==> src/hdl/rwpf_ram.sv <==
module rwpf_ram #(
    parameter int WIDTH = 64,
    parameter int DEPTH = 16
) (
    input  logic                                      clk,
    input  logic                                      we,
    input  logic [((DEPTH > 1) ? $clog2(DEPTH) : 1)-1:0] waddr,
    input  logic [WIDTH-1:0]                          wdata,
    input  logic                                      re,
    input  logic [((DEPTH > 1) ? $clog2(DEPTH) : 1)-1:0] raddr,
    output logic [WIDTH-1:0]                          rdata
);

    logic [WIDTH-1:0] mem [DEPTH];
    logic [WIDTH-1:0] rdata_reg;

    // single write port, registered read port
    always_ff @(posedge clk)
    begin
        if (we)
        begin
            mem[waddr] <= wdata;
        end
        if (re)
        begin
            rdata_reg <= mem[raddr];
        end
    end

    assign rdata = rdata_reg;

endmodule

==> config.mk <==
export PLATFORM = sky130hd
export DESIGN_NAME = rwpf_ram
export DESIGN_NICKNAME = d
export VERILOG_FILES = /design/src/hdl/rwpf_ram.sv
export SDC_FILE = /design/constraint.sdc
export NUM_CORES = 1
export LEC_CHECK = 0
export ABC_AREA = 1
export BUFFER_PORTS_ARGS = -buffer_cell sky130_fd_sc_hd__buf_2
export CORE_MARGIN = 3
export CORE_UTILIZATION = 35
export CTS_CLUSTER_SIZE = 24
export DETAILED_ROUTE_END_ITERATION = 8
export HOLD_SLACK_MARGIN = 0.1
export MAX_ROUTING_LAYER = met4
export PLACE_DENSITY = 0.47
export RECOVER_POWER = 25
export SYNTH_ARGS = -nofsm -noshare
export SYNTH_HDL_FRONTEND = slang
export SYNTH_SLANG_ARGS = --single-unit
==> constraint.sdc <==
create_clock -name clk -period 4.9 [get_ports clk]
set_input_delay 0 -clock clk [delete_from_list [all_inputs] [get_ports clk]]
set_output_delay 0 -clock clk [all_outputs]
set_load 0.01 [all_outputs]
**Word-level counts from Yosys, hierarchy flattened**

Memories as Yosys holds them, arrays and structs flattened. A register that Yosys moved wholly into a read port is not among the register bits.
Index checks and enable logic that the tools add are counted.

- Register bits: 0
- Bits in latches: 0
- RAM bits: 1024
- Memory bits (read-only): 0
- Input bits: 75
- Output and inout port bits: 64
- Word-level logic and storage cells: 3
- Memories: 1

- Add/subtract/negate cells: 0
- Multipliers: 0
- Div/mod/pow operators: 0
- Magnitude comparators: 0
- Equal/unequal tests: 0
- Shifts and indexed selects: 0
- Muxes and demuxes: 2
- Bitwise operators: 0
- Reduce and logical (&&, ||, !) cells: 0

Memory list:

| name | words | bits a word | rd ports | clocked after Yosys merged registers in | wr ports | line | RTL |
|---|---|---|---|---|---|---|---|
| mem | 16 | 64 | 1 | 1 | 1 | 14 | `logic [WIDTH-1:0] mem [DEPTH];` |

Operators with widths:

| operator | count |
|---|---|
| two-way mux 1 bit | 2 |

**Depth between registers and ports, before layout**

Gate-level depths: netlist of the first run.

- Depth after elaboration: 2
- Depth in mapped cells: 10
- Depth with buffers taken out: 7

**Least setup slack after synthesis of the first run**

No wires, ideal clock.

- Path type: input-to-reg
- From: input port waddr[2] (netlist bit)
- To: memory mem[10][0], enable pin
- Library setup time: 0.486 ns
- Data arrival time: 2.892 ns
- Data required time: 4.414 ns
- Path slack: 1.521 ns
- Stages on the path: 2
- Buffers on the path: 0
- Cell sequence: nand3b_1 > nor2_1

RTL lines:

| element | line | RTL |
|---|---|---|
| from (decl) | 7 | `input logic [((DEPTH > 1) ? $clog2(DEPTH) : 1)-1:0] waddr,` |
| to (decl) | 14 |  |

No word-level cell before the write port.

==> key figures, run 1 <==
Outcome
  • Status: completed

Floorplan
  • Die area: 136000 sq um
  • Chip Height: 368 microns
  • Row count: 132
  • IO Pins: about 140
  • Std-Cell Core Area: between 100000 and 150000 sq um
  • Die width: 368 microns
  • Initial core utilization: 0.353

Clocking
  • H-tree depth: 3
  • Clock transition at path regs: 60 ps
  • Post CTS Setup Buffer Count: 0
  • TritonCTS clock tree: built
  • Root buffer cell: clkbuf_16
  • CTS max path bufs: 3
  • Clk Latency, worst-skew pair: 690 ps
  • Clock Sinks: 1088
  • CTS Buf Count: 118

STA
  • Tcrit/Tclk final: 0.483
  • TNS Setup: 0 ps
  • Slew HR: 0.213
  • RSZ-0062 raised after global routing: false
  • Layout Skew: 17.5 ps
  • Setup violators final: 0
  • Post-layout min period: ~2400 ps
  • Slew @ Worst Pin: 1180 ps
  • Slew Limit Fails: 0
  • Hold Vio Cnt, Final: 0
  • Max Freq: 0.423 GHz
  • Final WS setup: 2540 ps

Finish
  • Synth-to-layout area growth: 14.9%
  • Commonest non-fill, non-tap cell in the layout: nand2_1
  • FILL cells: 12500
  • Most frequent cells in the layout: 1349 x nand2_1, 1088 x edfxtp_1, 770 x inv_1, 769 x nand3_1, 120 x clkbuf_16
  • Number of flip-flops in the largest register: 1024
  • Layout cells sized above 1: 0.0731
  • Final #Nets: 4451

Routing
  • 1st-pass router iterations: 5
  • DRC: 0
  • DR iter-0 viols: 2065
  • Vias per std cell: 4.63
  • WL per Instance: about 20 microns
  • Total Routed Length: between 100 and 150 mm
  • Vias post-DR: 28800
  • DRT antenna net count: 0

Synthesis
  • Synth area leaders: edfxtp_1 71%, nand2_1 11%, nand3_1 8.4%
  • Compound-Gate Fraction of Synth Area: 0
  • Yosys warnings: 0
  • Synthesis-stage register bit count: 1088
  • Synth top area share: 0.711
  • Synthesized-area fraction occupied by xor and xnor cells: 0
  • Leading area contributor after synthesis: edfxtp_1
  • Syn Inst Count: roughly 4200
  • Synth unique cells: 14
  • Simple logic cell fraction of the synthesized area: 0.196
  • Post-synthesis mux area share: 0
  • Post-Syn Nets: ~4300
  • Largest family of logic cells by synthesized area: simple AND/OR/NAND/NOR gates
  • Adder-Cell Fraction of Synth Area: 0
  • Post-synthesis sequential area ratio: 0.711
  • Mean post-synth cell area: 10.9 sq um
  • Post-Syn Area: approximately 46000 sq um

Worst setup path
  • CP max FO: 65
  • Origin of the worst setup path: raddr[2]
  • CP startpoint kind: input port
  • Worst r2r path cells: 6
  • Endpoint class of the critical path: register
  • CP arrival: 2810 ps
  • RR Endpoint: rdata[19]
  • WP data required: 5340 ps
  • CP Class: in2reg
  • Critical Path End: rdata[61]
  • Setup slack, reg-to-reg: 3710 ps
  • Reg-to-Reg Start: mem[13][19]

Pwr
  • Leakage: around 0.022 uW
  • PwrDens: 393 nW/um^2
  • VDD IR max: 0.267 mV

Global route
  • Initial antenna violation count: 7
  • Vias in the first global route: 28000
  • First-pass GRT wire length: 183 mm
  • Total track usage: 0.185
  • Largest net degree at the start of global routing: roughly 200
  • Gr ovfl total: 0

Placement
  • Dpl ws: 2390 ps
  • Final Wtd Congestion: between 0.7 and 0.8
  • Buffers on Ports: 138
  • Post-detail-place hpwl: 56.1 mm

Worst hold path
  • HP Class: in2reg

Job
  • Max Cap Viol: 0
==> cells in the mapped netlist, drive strengths merged <==
cell and count:
nand3 769, edfxtp 1088, nand2 1349, nor2 17, buf 190, clkbuf 21
nand3b 2, inv 774
==> critical path, stage by stage <==
cell and delay (ps):
dlygate4sd3_1 540, buf_6 640, buf_4 590, buf_4 600, nand3_1 160, nand3_1 110, nand2_1 70
==> repair_timing <==
| item | 4_1_cts | 5_1_grt |
|---|---|---|
| endpoints found under the setup margin | 0 | 0 |
| hold endpoints to repair | 1109 | 0 |
| hold buffers | 72 | 0 |
| resized for setup | 0 | 0 |
==> how the worst min path moves through the flow <==
stage / to / slack [ps] / start / depth (start not counted)
after floorplan: mem[0][0] / 100 / wdata[0] / 0
after global placement: mem[1][40] / 390 / wdata[40] / 1
after detailed placement: mem[1][40] / 400 / wdata[40] / 1
after CTS: mem[0][14] / 110 / waddr[3] / 4
after global routing: mem[0][14] / 180 / waddr[3] / 4
final: mem[0][14] / 170 / waddr[3] / 4
==> cells by family after synthesis <==
logic type / Yosys count
and+or+nand+nor: 2137
buffers and inverters: 985
DFF: 1088
==> routing by layer <==
| layer | up-vias | global-route usage | share of wire |
|---|---|---|---|
| met5 | - | - | 0 |
| met1 | 14000 | 0.251 | 0.47 |
| met2 | 592 | 0.300 | 0.48 |
| met4 | 0 | 0.0364 | 0.013 |
| li1 | 14000 | - | - |
| met3 | 126 | 0.0258 | 0.045 |
==> final cells by class <==
class | count | area, sq um | share of cell area
clock buffer | 145 | 3100 | 0.0587
inverter | 774 | 2950 | 0.0558
multi-input combinational | 2137 | 9110 | 0.173
sequential | 1088 | 32700 | 0.619
clock inverter | 71 | 777 | 0.0147
tap | 1742 | 2180 | 0.0413
timing repair buffer | 257 | 1970 | 0.0373
antenna | 6 | 15.0 | 0.000285
==> where the power goes <==
| part | switching [uW] | leakage, uW | internal (uW) |
|---|---|---|---|
| Combinational | 887 | 0.0101 | 342 |
| Sequential | 67.6 | 0.00988 | 10500 |
| Clock | 3620 | 0.00189 | 5340 |
==> metrics by stage <==
| stage | instances | hold slack (ps) | instance area (sq um) | utilization | total power, uW |
|---|---|---|---|---|---|
| 3_5_place_dp | 5926 | 395 | 48200 | 0.371 | 12000 |
| 6_report | 6220 | 171 | 52800 | 0.406 | 20800 |
| 4_1_cts | 6214 | 109 | 52800 | 0.406 | 21000 |
| 2_1_floorplan | 4210 | 98.9 | 45900 | - | 11500 |
| 3_3_place_gp | 5926 | 392 | 48200 | 0.371 | 12000 |
| 5_1_grt | 6220 | 175 | 52800 | 0.406 | 21500 |
No activity file was read; power rests on OpenSTA's default activity.
==> run 2, diff against run 1 <==
--- a/config.mk
+++ b/config.mk
@@ -5,7 +5,7 @@
 export SDC_FILE = /design/constraint.sdc
 export NUM_CORES = 1
 export LEC_CHECK = 0
-export ABC_AREA = 1
+export ABC_AREA = 0
 export BUFFER_PORTS_ARGS = -buffer_cell sky130_fd_sc_hd__buf_2
 export CORE_MARGIN = 3
 export CORE_UTILIZATION = 35
@@ -13,7 +13,7 @@
 export DETAILED_ROUTE_END_ITERATION = 8
 export HOLD_SLACK_MARGIN = 0.1
 export MAX_ROUTING_LAYER = met4
-export PLACE_DENSITY = 0.47
+export PLACE_DENSITY = 0.49
 export RECOVER_POWER = 25
 export SYNTH_ARGS = -nofsm -noshare
 export SYNTH_HDL_FRONTEND = slang
==> constraint.sdc (replaced) <==
create_clock -name clk -period 1.95 [get_ports clk]
set_input_delay 0 -clock clk [delete_from_list [all_inputs] [get_ports clk]]
set_output_delay 0 -clock clk [all_outputs]
set_load 0.01 [all_outputs]
==> run 2 against run 1 <==
Against the previous run:
- clock power grew 130%
- flip-flop and latch count is the same
- final area shrank 7.6%
- synthesized cell count shrank 61%
- sequential power grew 150%
- global-route usage shrank 1.6 points
- utilization grew 2.4 points
- register-to-register slack lost 3300 ps
- largest cell class unchanged
- largest power group unchanged
==> key figures, run 2 <==
Synthesis
  • Leading area contributor after synthesis: edfxtp_1
  • Yosys warnings: 0
  • Post-synth EDFFs: 1088
  • FFs w/ async S/R, synth: 0
  • Synthesis-stage register bit count: 1088
  • Mean post-synth cell area: 24.4 sq um
  • Synth area leaders: edfxtp_1 81%, mux4_2 14%, a22oi_1 2.4%
  • Synth top area share: 0.812
  • Syn Inst Count: 1647
  • Post-Syn Nets: about 1700
  • Post-synthesis sequential area ratio: 0.812
  • Synth unique cells: 17
  • Commonest cells in the netlist: 1088 x edfxtp_1, 256 x mux4_2, 128 x a22oi_1, 65 x nand2_1, 36 x clkbuf_1
  • Post-Syn Area: 40200 sq um
  • Count leader, synth: edfxtp_1
  • Synth Flop Type: edfxtp_1

Pwr
  • Switching pwr: approximately 10000 uW
  • Leakage: around 0.016 uW
  • PwrDens: approximately 1000 nW/um^2
  • Switching share of power: 0.208
  • Logic pwr share: 0.053
  • VDD IR max: 0.698 mV
  • Sequential share of power: 0.533
  • Clock network power share: 0.414
  • Internal power: approximately 40000 uW

STA
  • Setup violators final: 0
  • Max Freq: between 0.5 and 0.6 GHz
  • Final WS setup: 193 ps
  • Layout Skew: between 15 and 20 ps
  • Post-layout min period: 1760 ps
  • Hold Vio Cnt, Final: 0
  • Tcrit/Tclk final: 0.901
  • Slew @ Worst Pin: 700 ps
  • Slew Limit Fails: 0
  • RSZ-0062 raised after global routing: false
  • Slew HR: 0.533

Worst setup path
  • Critical Path, Cell by Cell: dlygate4sd3_1, buf_8, buf_12, mux4_2, a22oi_1, nand2_1
  • CP arrival: 2150 ps
  • Worst r2r path cells: 3
  • CP top delay family: buffers and inverters
  • RR Endpoint: rdata[56]
  • Reg-to-Reg Start: mem[11][56]
  • WP data required: about 2300 ps
  • CP max stage cell: dlygate4sd3_1
  • Setup slack, reg-to-reg: 380 ps
  • Worst path max stage delay: 570 ps
  • CP Class: in2reg
  • CP max FO: 25
  • CP bufs+invs: 3
  • CP startpoint kind: input port
  • Endpoint class of the critical path: register

Routing
  • DRT antenna net count: 0
  • DR iter-0 viols: 1642
  • Vias post-DR: between 15000 and 20000
  • 1st-pass router iterations: 5
  • Vias per std cell: about 5.2
  • WL per Instance: approximately 27 microns
  • DRC: 0
  • Total Routed Length: 98.1 mm

Placement
  • Final Wtd Congestion: 0.716
  • Post-detail-place hpwl: 56.7 mm
  • Buffers on Ports: around 140
  • Placed insts: 3340
  • Dpl ws: around 76 ps

Worst hold path
  • HP Class: in2reg
  • Worst hold start: raddr[2]
  • Hold endpoint: rdata[15]
  • Hold depth: 4

Clocking
  • CTS max path bufs: 3
  • H-tree depth: 3
  • TritonCTS clock tree: built
  • Post CTS Setup Buffer Count: 0
  • Root buffer cell: clkbuf_16
  • Post-cts resize count: 0
  • Clock Sinks: 1088
  • Clock transition at path regs: 60 ps
  • Clk Latency, worst-skew pair: 680 ps
  • CTS Buf Count: 112
  • Hold Buf Count CTS: 75

Floorplan
  • Die area: 119000 sq um
  • Initial core utilization: 0.355
  • Row count: 123
  • Std-Cell Core Area: 113000 sq um
  • Die width: roughly 350 microns
  • Chip Height: 345 microns
  • IO Pins: 139

Global route
  • Gr ovfl total: 0
  • Total track usage: 0.169
  • Initial antenna violation count: 8
  • Largest net degree at the start of global routing: 50
  • First-pass GRT wire length: 144 mm
  • Vias in the first global route: between 20000 and 25000

Finish
  • Synth-to-layout area growth: 21.2%
  • Commonest non-fill, non-tap cell in the layout: edfxtp_1
  • Layout cells sized above 1: 0.314
  • Number of flip-flops in the largest register: 1024
  • Most frequent cells in the layout: 1088 x edfxtp_1, 256 x mux4_2, 128 x a22oi_1, 114 x clkbuf_16, 95 x buf_2
  • Post-Layout Cell Count: 3628
  • Final #Nets: between 2000 and 2500

Outcome
  • Status: completed

Job
  • Max Cap Viol: 0
[run 2: cell families after synthesis]
group / synth area share
multiplexers: 0.143
AO/OA/AOI/OAI: 0.0239
flip-flops: 0.812
AND/OR/NAND/NOR: 0.00927
buffers and inverters: 0.0112
[run 2: final cells by class]
type,count,area [sq um]
well taps,1500,1880
diodes,6,15.0
clock buffers,149,2980
fillers,9792,64500
flip-flops and latches,1088,32700
repair buffers,352,3370
multi-input cells,475,7270
clock inverters,58,554
[run 2: worst min-delay path, stage by stage]
cell and delay [ps]:
buf_2 160, and2_4 260, a22oi_1 190, nand2_1 60
[run 2: power by group through the flow]
| stage | Clock (uW) | Combinational (uW) | Sequential, uW |
|---|---|---|---|
| 2_1_floorplan | 0 | 1260 | 27000 |
| 3_3_place_gp | 0 | 2540 | 27000 |
| 3_5_place_dp | 0 | 2580 | 27000 |
| 4_1_cts | 21200 | 2720 | 26500 |
| 5_1_grt | 22100 | 2860 | 26600 |
| 6_report | 20600 | 2640 | 26500 |
[run 2: per-stage QoR]
step                power, uW  hold WS [ps]   util  setup TNS [ps]  area, sq um
global placement        29500           368  0.393               0        44500
CTS                     50400           103  0.431               0        48800
floorplan               28300          98.9      -         -214350        40400
detailed placement      29600           381  0.393               0        44500
finish                  49800           165  0.430               0        48700
global route            51500           159  0.430               0        48700
[run 2: worst max path at each step]
stage / from / to / slack [ps] / cells after the start
2_1_floorplan: waddr[2] / mem[1][0] / -580 / 2
3_3_place_gp: raddr[0] / rdata[15] / 100 / 6
3_5_place_dp: raddr[0] / rdata[15] / 80 / 6
4_1_cts: raddr[0] / rdata[56] / 230 / 6
5_1_grt: raddr[0] / rdata[56] / 130 / 6
6_report: raddr[0] / rdata[56] / 190 / 6
[run 2: metal layers]
| layer | wire [microns] | GRT usage | vias up |
|---|---|---|---|
| li1 | - | - | 7921 |
| met1 | 43600 | 0.231 | 10300 |
| met2 | 48700 | 0.270 | 413 |
| met3 | 4380 | 0.0290 | 113 |
| met4 | 1400 | 0.0332 | 0 |
| met5 | 0 | - | - |
==> run 3, diff against run 2 <==
--- a/config.mk
+++ b/config.mk
@@ -13,8 +13,8 @@
 export DETAILED_ROUTE_END_ITERATION = 8
 export HOLD_SLACK_MARGIN = 0.1
 export MAX_ROUTING_LAYER = met4
-export PLACE_DENSITY = 0.49
-export RECOVER_POWER = 25
+export PLACE_DENSITY = 0.54
+export RECOVER_POWER = 50
 export SYNTH_ARGS = -nofsm -noshare
 export SYNTH_HDL_FRONTEND = slang
 export SYNTH_SLANG_ARGS = --single-unit
==> run 3 against run 2 <==
Against the previous run:
- global-route usage grew 0.13 points
- flip-flop and latch count unchanged
- non-clock buffer count down 23
- power shrank 1.4%
- critical path depth is the same
- final area is 0.65% lower
- clock skew up 30 ps
- first-iteration DRC count grew 13%
- sequential power barely moved
- hold slack worse by 33 ps
- count of clock-buffer cells in the layout shrank 20
- register-to-register slack got worse by 280 ps
- largest power group unchanged
==> key figures, run 3 (synthesized netlist as in run 2, its figures left out) <==
STA
  • Max Freq: between 0.5 and 0.6 GHz
  • Slew HR: 0.358
  • Layout Skew: 47.1 ps
  • RSZ-0062 raised after global routing: false
  • Tcrit/Tclk final: 0.967
  • Slew @ Worst Pin: 963 ps
  • Slew Limit Fails: 0
  • TNS Setup: 0 ps
  • Post-layout min period: 1890 ps
  • Hold Vio Cnt, Final: 0
  • Setup violators final: 0

Worst setup path
  • Reg-to-Reg Start: mem[7][62]
  • CP max stage cell: dlygate4sd3_1
  • Worst r2r path cells: 4
  • CP Class: in2reg
  • Critical Path, Cell by Cell: dlygate4sd3_1, buf_2, nand3b_1, nor3_1, clkbuf_1, buf_12
  • Endpoint class of the critical path: register
  • CP startpoint kind: input port
  • CP arrival: between 2000 and 2500 ps
  • Setup slack, reg-to-reg: approximately 100 ps
  • RR Endpoint: rdata[62]
  • Worst path max stage delay: roughly 540 ps
  • WP data required: 2270 ps
  • CP max FO: 26

Job
  • Max Cap Viol: 0

Global route
  • Gr ovfl total: 0
  • First-pass GRT wire length: 145 mm
  • Largest net degree at the start of global routing: 50
  • Total track usage: 0.170
  • Vias in the first global route: approximately 20000
  • Initial antenna violation count: 12

Routing
  • Total Routed Length: 99.2 mm
  • Vias post-DR: roughly 19000
  • WL per Instance: roughly 27 microns
  • DR iter-0 viols: between 1500 and 2000
  • Vias per std cell: 5.23
  • 1st-pass router iterations: 5
  • DRC: 0
  • DRT antenna net count: 0

Clocking
  • Clock transition at path regs: ~60 ps
  • Post CTS Setup Buffer Count: 0
  • Hold Buf Count CTS: 75
  • Clock Sinks: 1088
  • Root buffer cell: clkbuf_16
  • Post-cts resize count: 0
  • CTS max path bufs: 3
  • CTS Buf Count: 109
  • TritonCTS clock tree: built
  • Clk Latency, worst-skew pair: 680 ps
  • H-tree depth: 3

Pwr
  • Clock network power share: 0.407
  • Logic pwr share: 0.053
  • Internal power: a little under 40000 uW
  • Switching share of power: 0.213
  • VDD IR max: 0.713 mV
  • Leakage: 0.0152 uW
  • Switching pwr: ~10000 uW
  • PwrDens: around 1000 nW/um^2
  • Sequential share of power: 0.541

Floorplan
  • Std-Cell Core Area: 113000 sq um
  • Die width: 345 microns
  • IO Pins: approximately 140
  • Initial core utilization: 0.355
  • Chip Height: 345 microns
  • Die area: 119000 sq um
  • Row count: roughly 120

Finish
  • Layout cells sized above 1: 0.280
  • Commonest non-fill, non-tap cell in the layout: edfxtp_1
  • Post-Layout Cell Count: 3610
  • Most frequent cells in the layout: 1088 x edfxtp_1, 256 x mux4_2, 128 x a22oi_1, 112 x clkbuf_1, 110 x clkbuf_16
  • Synth-to-layout area growth: 20.4%
  • Final #Nets: 2078
  • Number of flip-flops in the largest register: 1024

Placement
  • Placed insts: about 3300
  • Final Wtd Congestion: around 0.73
  • Post-detail-place hpwl: 55.7 mm
  • Buffers on Ports: 138

Worst hold path
  • HP Class: in2reg
  • Hold endpoint: rdata[15]
  • Hold depth: 4
  • Worst hold start: raddr[2]

Outcome
  • Status: completed
run 3: worst max-delay path: cells and delay by family:
kind	cells	cell delay, ps
buffers and inverters	4	1510
and+or+nand+nor	2	670
run 3: power groups by stage:
stage               combinational, uW  clock (uW)  sequential, uW
floorplan                        1260           0           27000
global placement                 2500           0           27000
detailed placement               2550           0           27000
CTS                              2690       20400           26500
global route                     2790       21400           26600
finish                           2580       20000           26500
run 3: worst max path at each step:
stage / startpoint / end / slack, ps / cells after the start
CTS: mem[4][62] / rdata[62] / 90 / 4
global route: mem[7][62] / rdata[62] / 4 / 4
detailed placement: raddr[0] / rdata[17] / 90 / 6
floorplan: waddr[2] / mem[1][0] / -580 / 2
finish: waddr[3] / mem[4][58] / 60 / 6
global placement: raddr[0] / rdata[18] / 120 / 6
run 3: layout make-up:
| class | count | area (sq um) |
|---|---|---|
| repair buffers | 329 | 3140 |
| well taps | 1500 | 1880 |
| multi-input cells | 475 | 7260 |
| flip-flops and latches | 1088 | 32700 |
| clock buffers | 129 | 2820 |
| clock inverters | 76 | 624 |
| fillers | 9755 | 64800 |
| diodes | 13 | 32.5 |
run 3: per-layer routing:
layer	track usage	routed length (microns)	vias to the layer above
li1	-	-	7890
met1	0.241	44300	10400
met2	0.263	48200	511
met3	0.0271	5210	104
met4	0.0365	1490	0
met5	-	0	-
run 3: metrics by stage:
step / total power, uW / hold slack (ps) / worst slack [ps] / instance area, sq um / utilization
after floorplan: 28300 / 98.9 / -581 / 40400 / -
after global placement: 29500 / 360 / 122 / 44400 / 0.392
after detailed placement: 29600 / 386 / 90.5 / 44400 / 0.392
after CTS: 49700 / 102 / 93.0 / 48600 / 0.429
after global routing: 50800 / 136 / 3.80 / 48400 / 0.428
final: 49100 / 131 / 63.4 / 48400 / 0.428
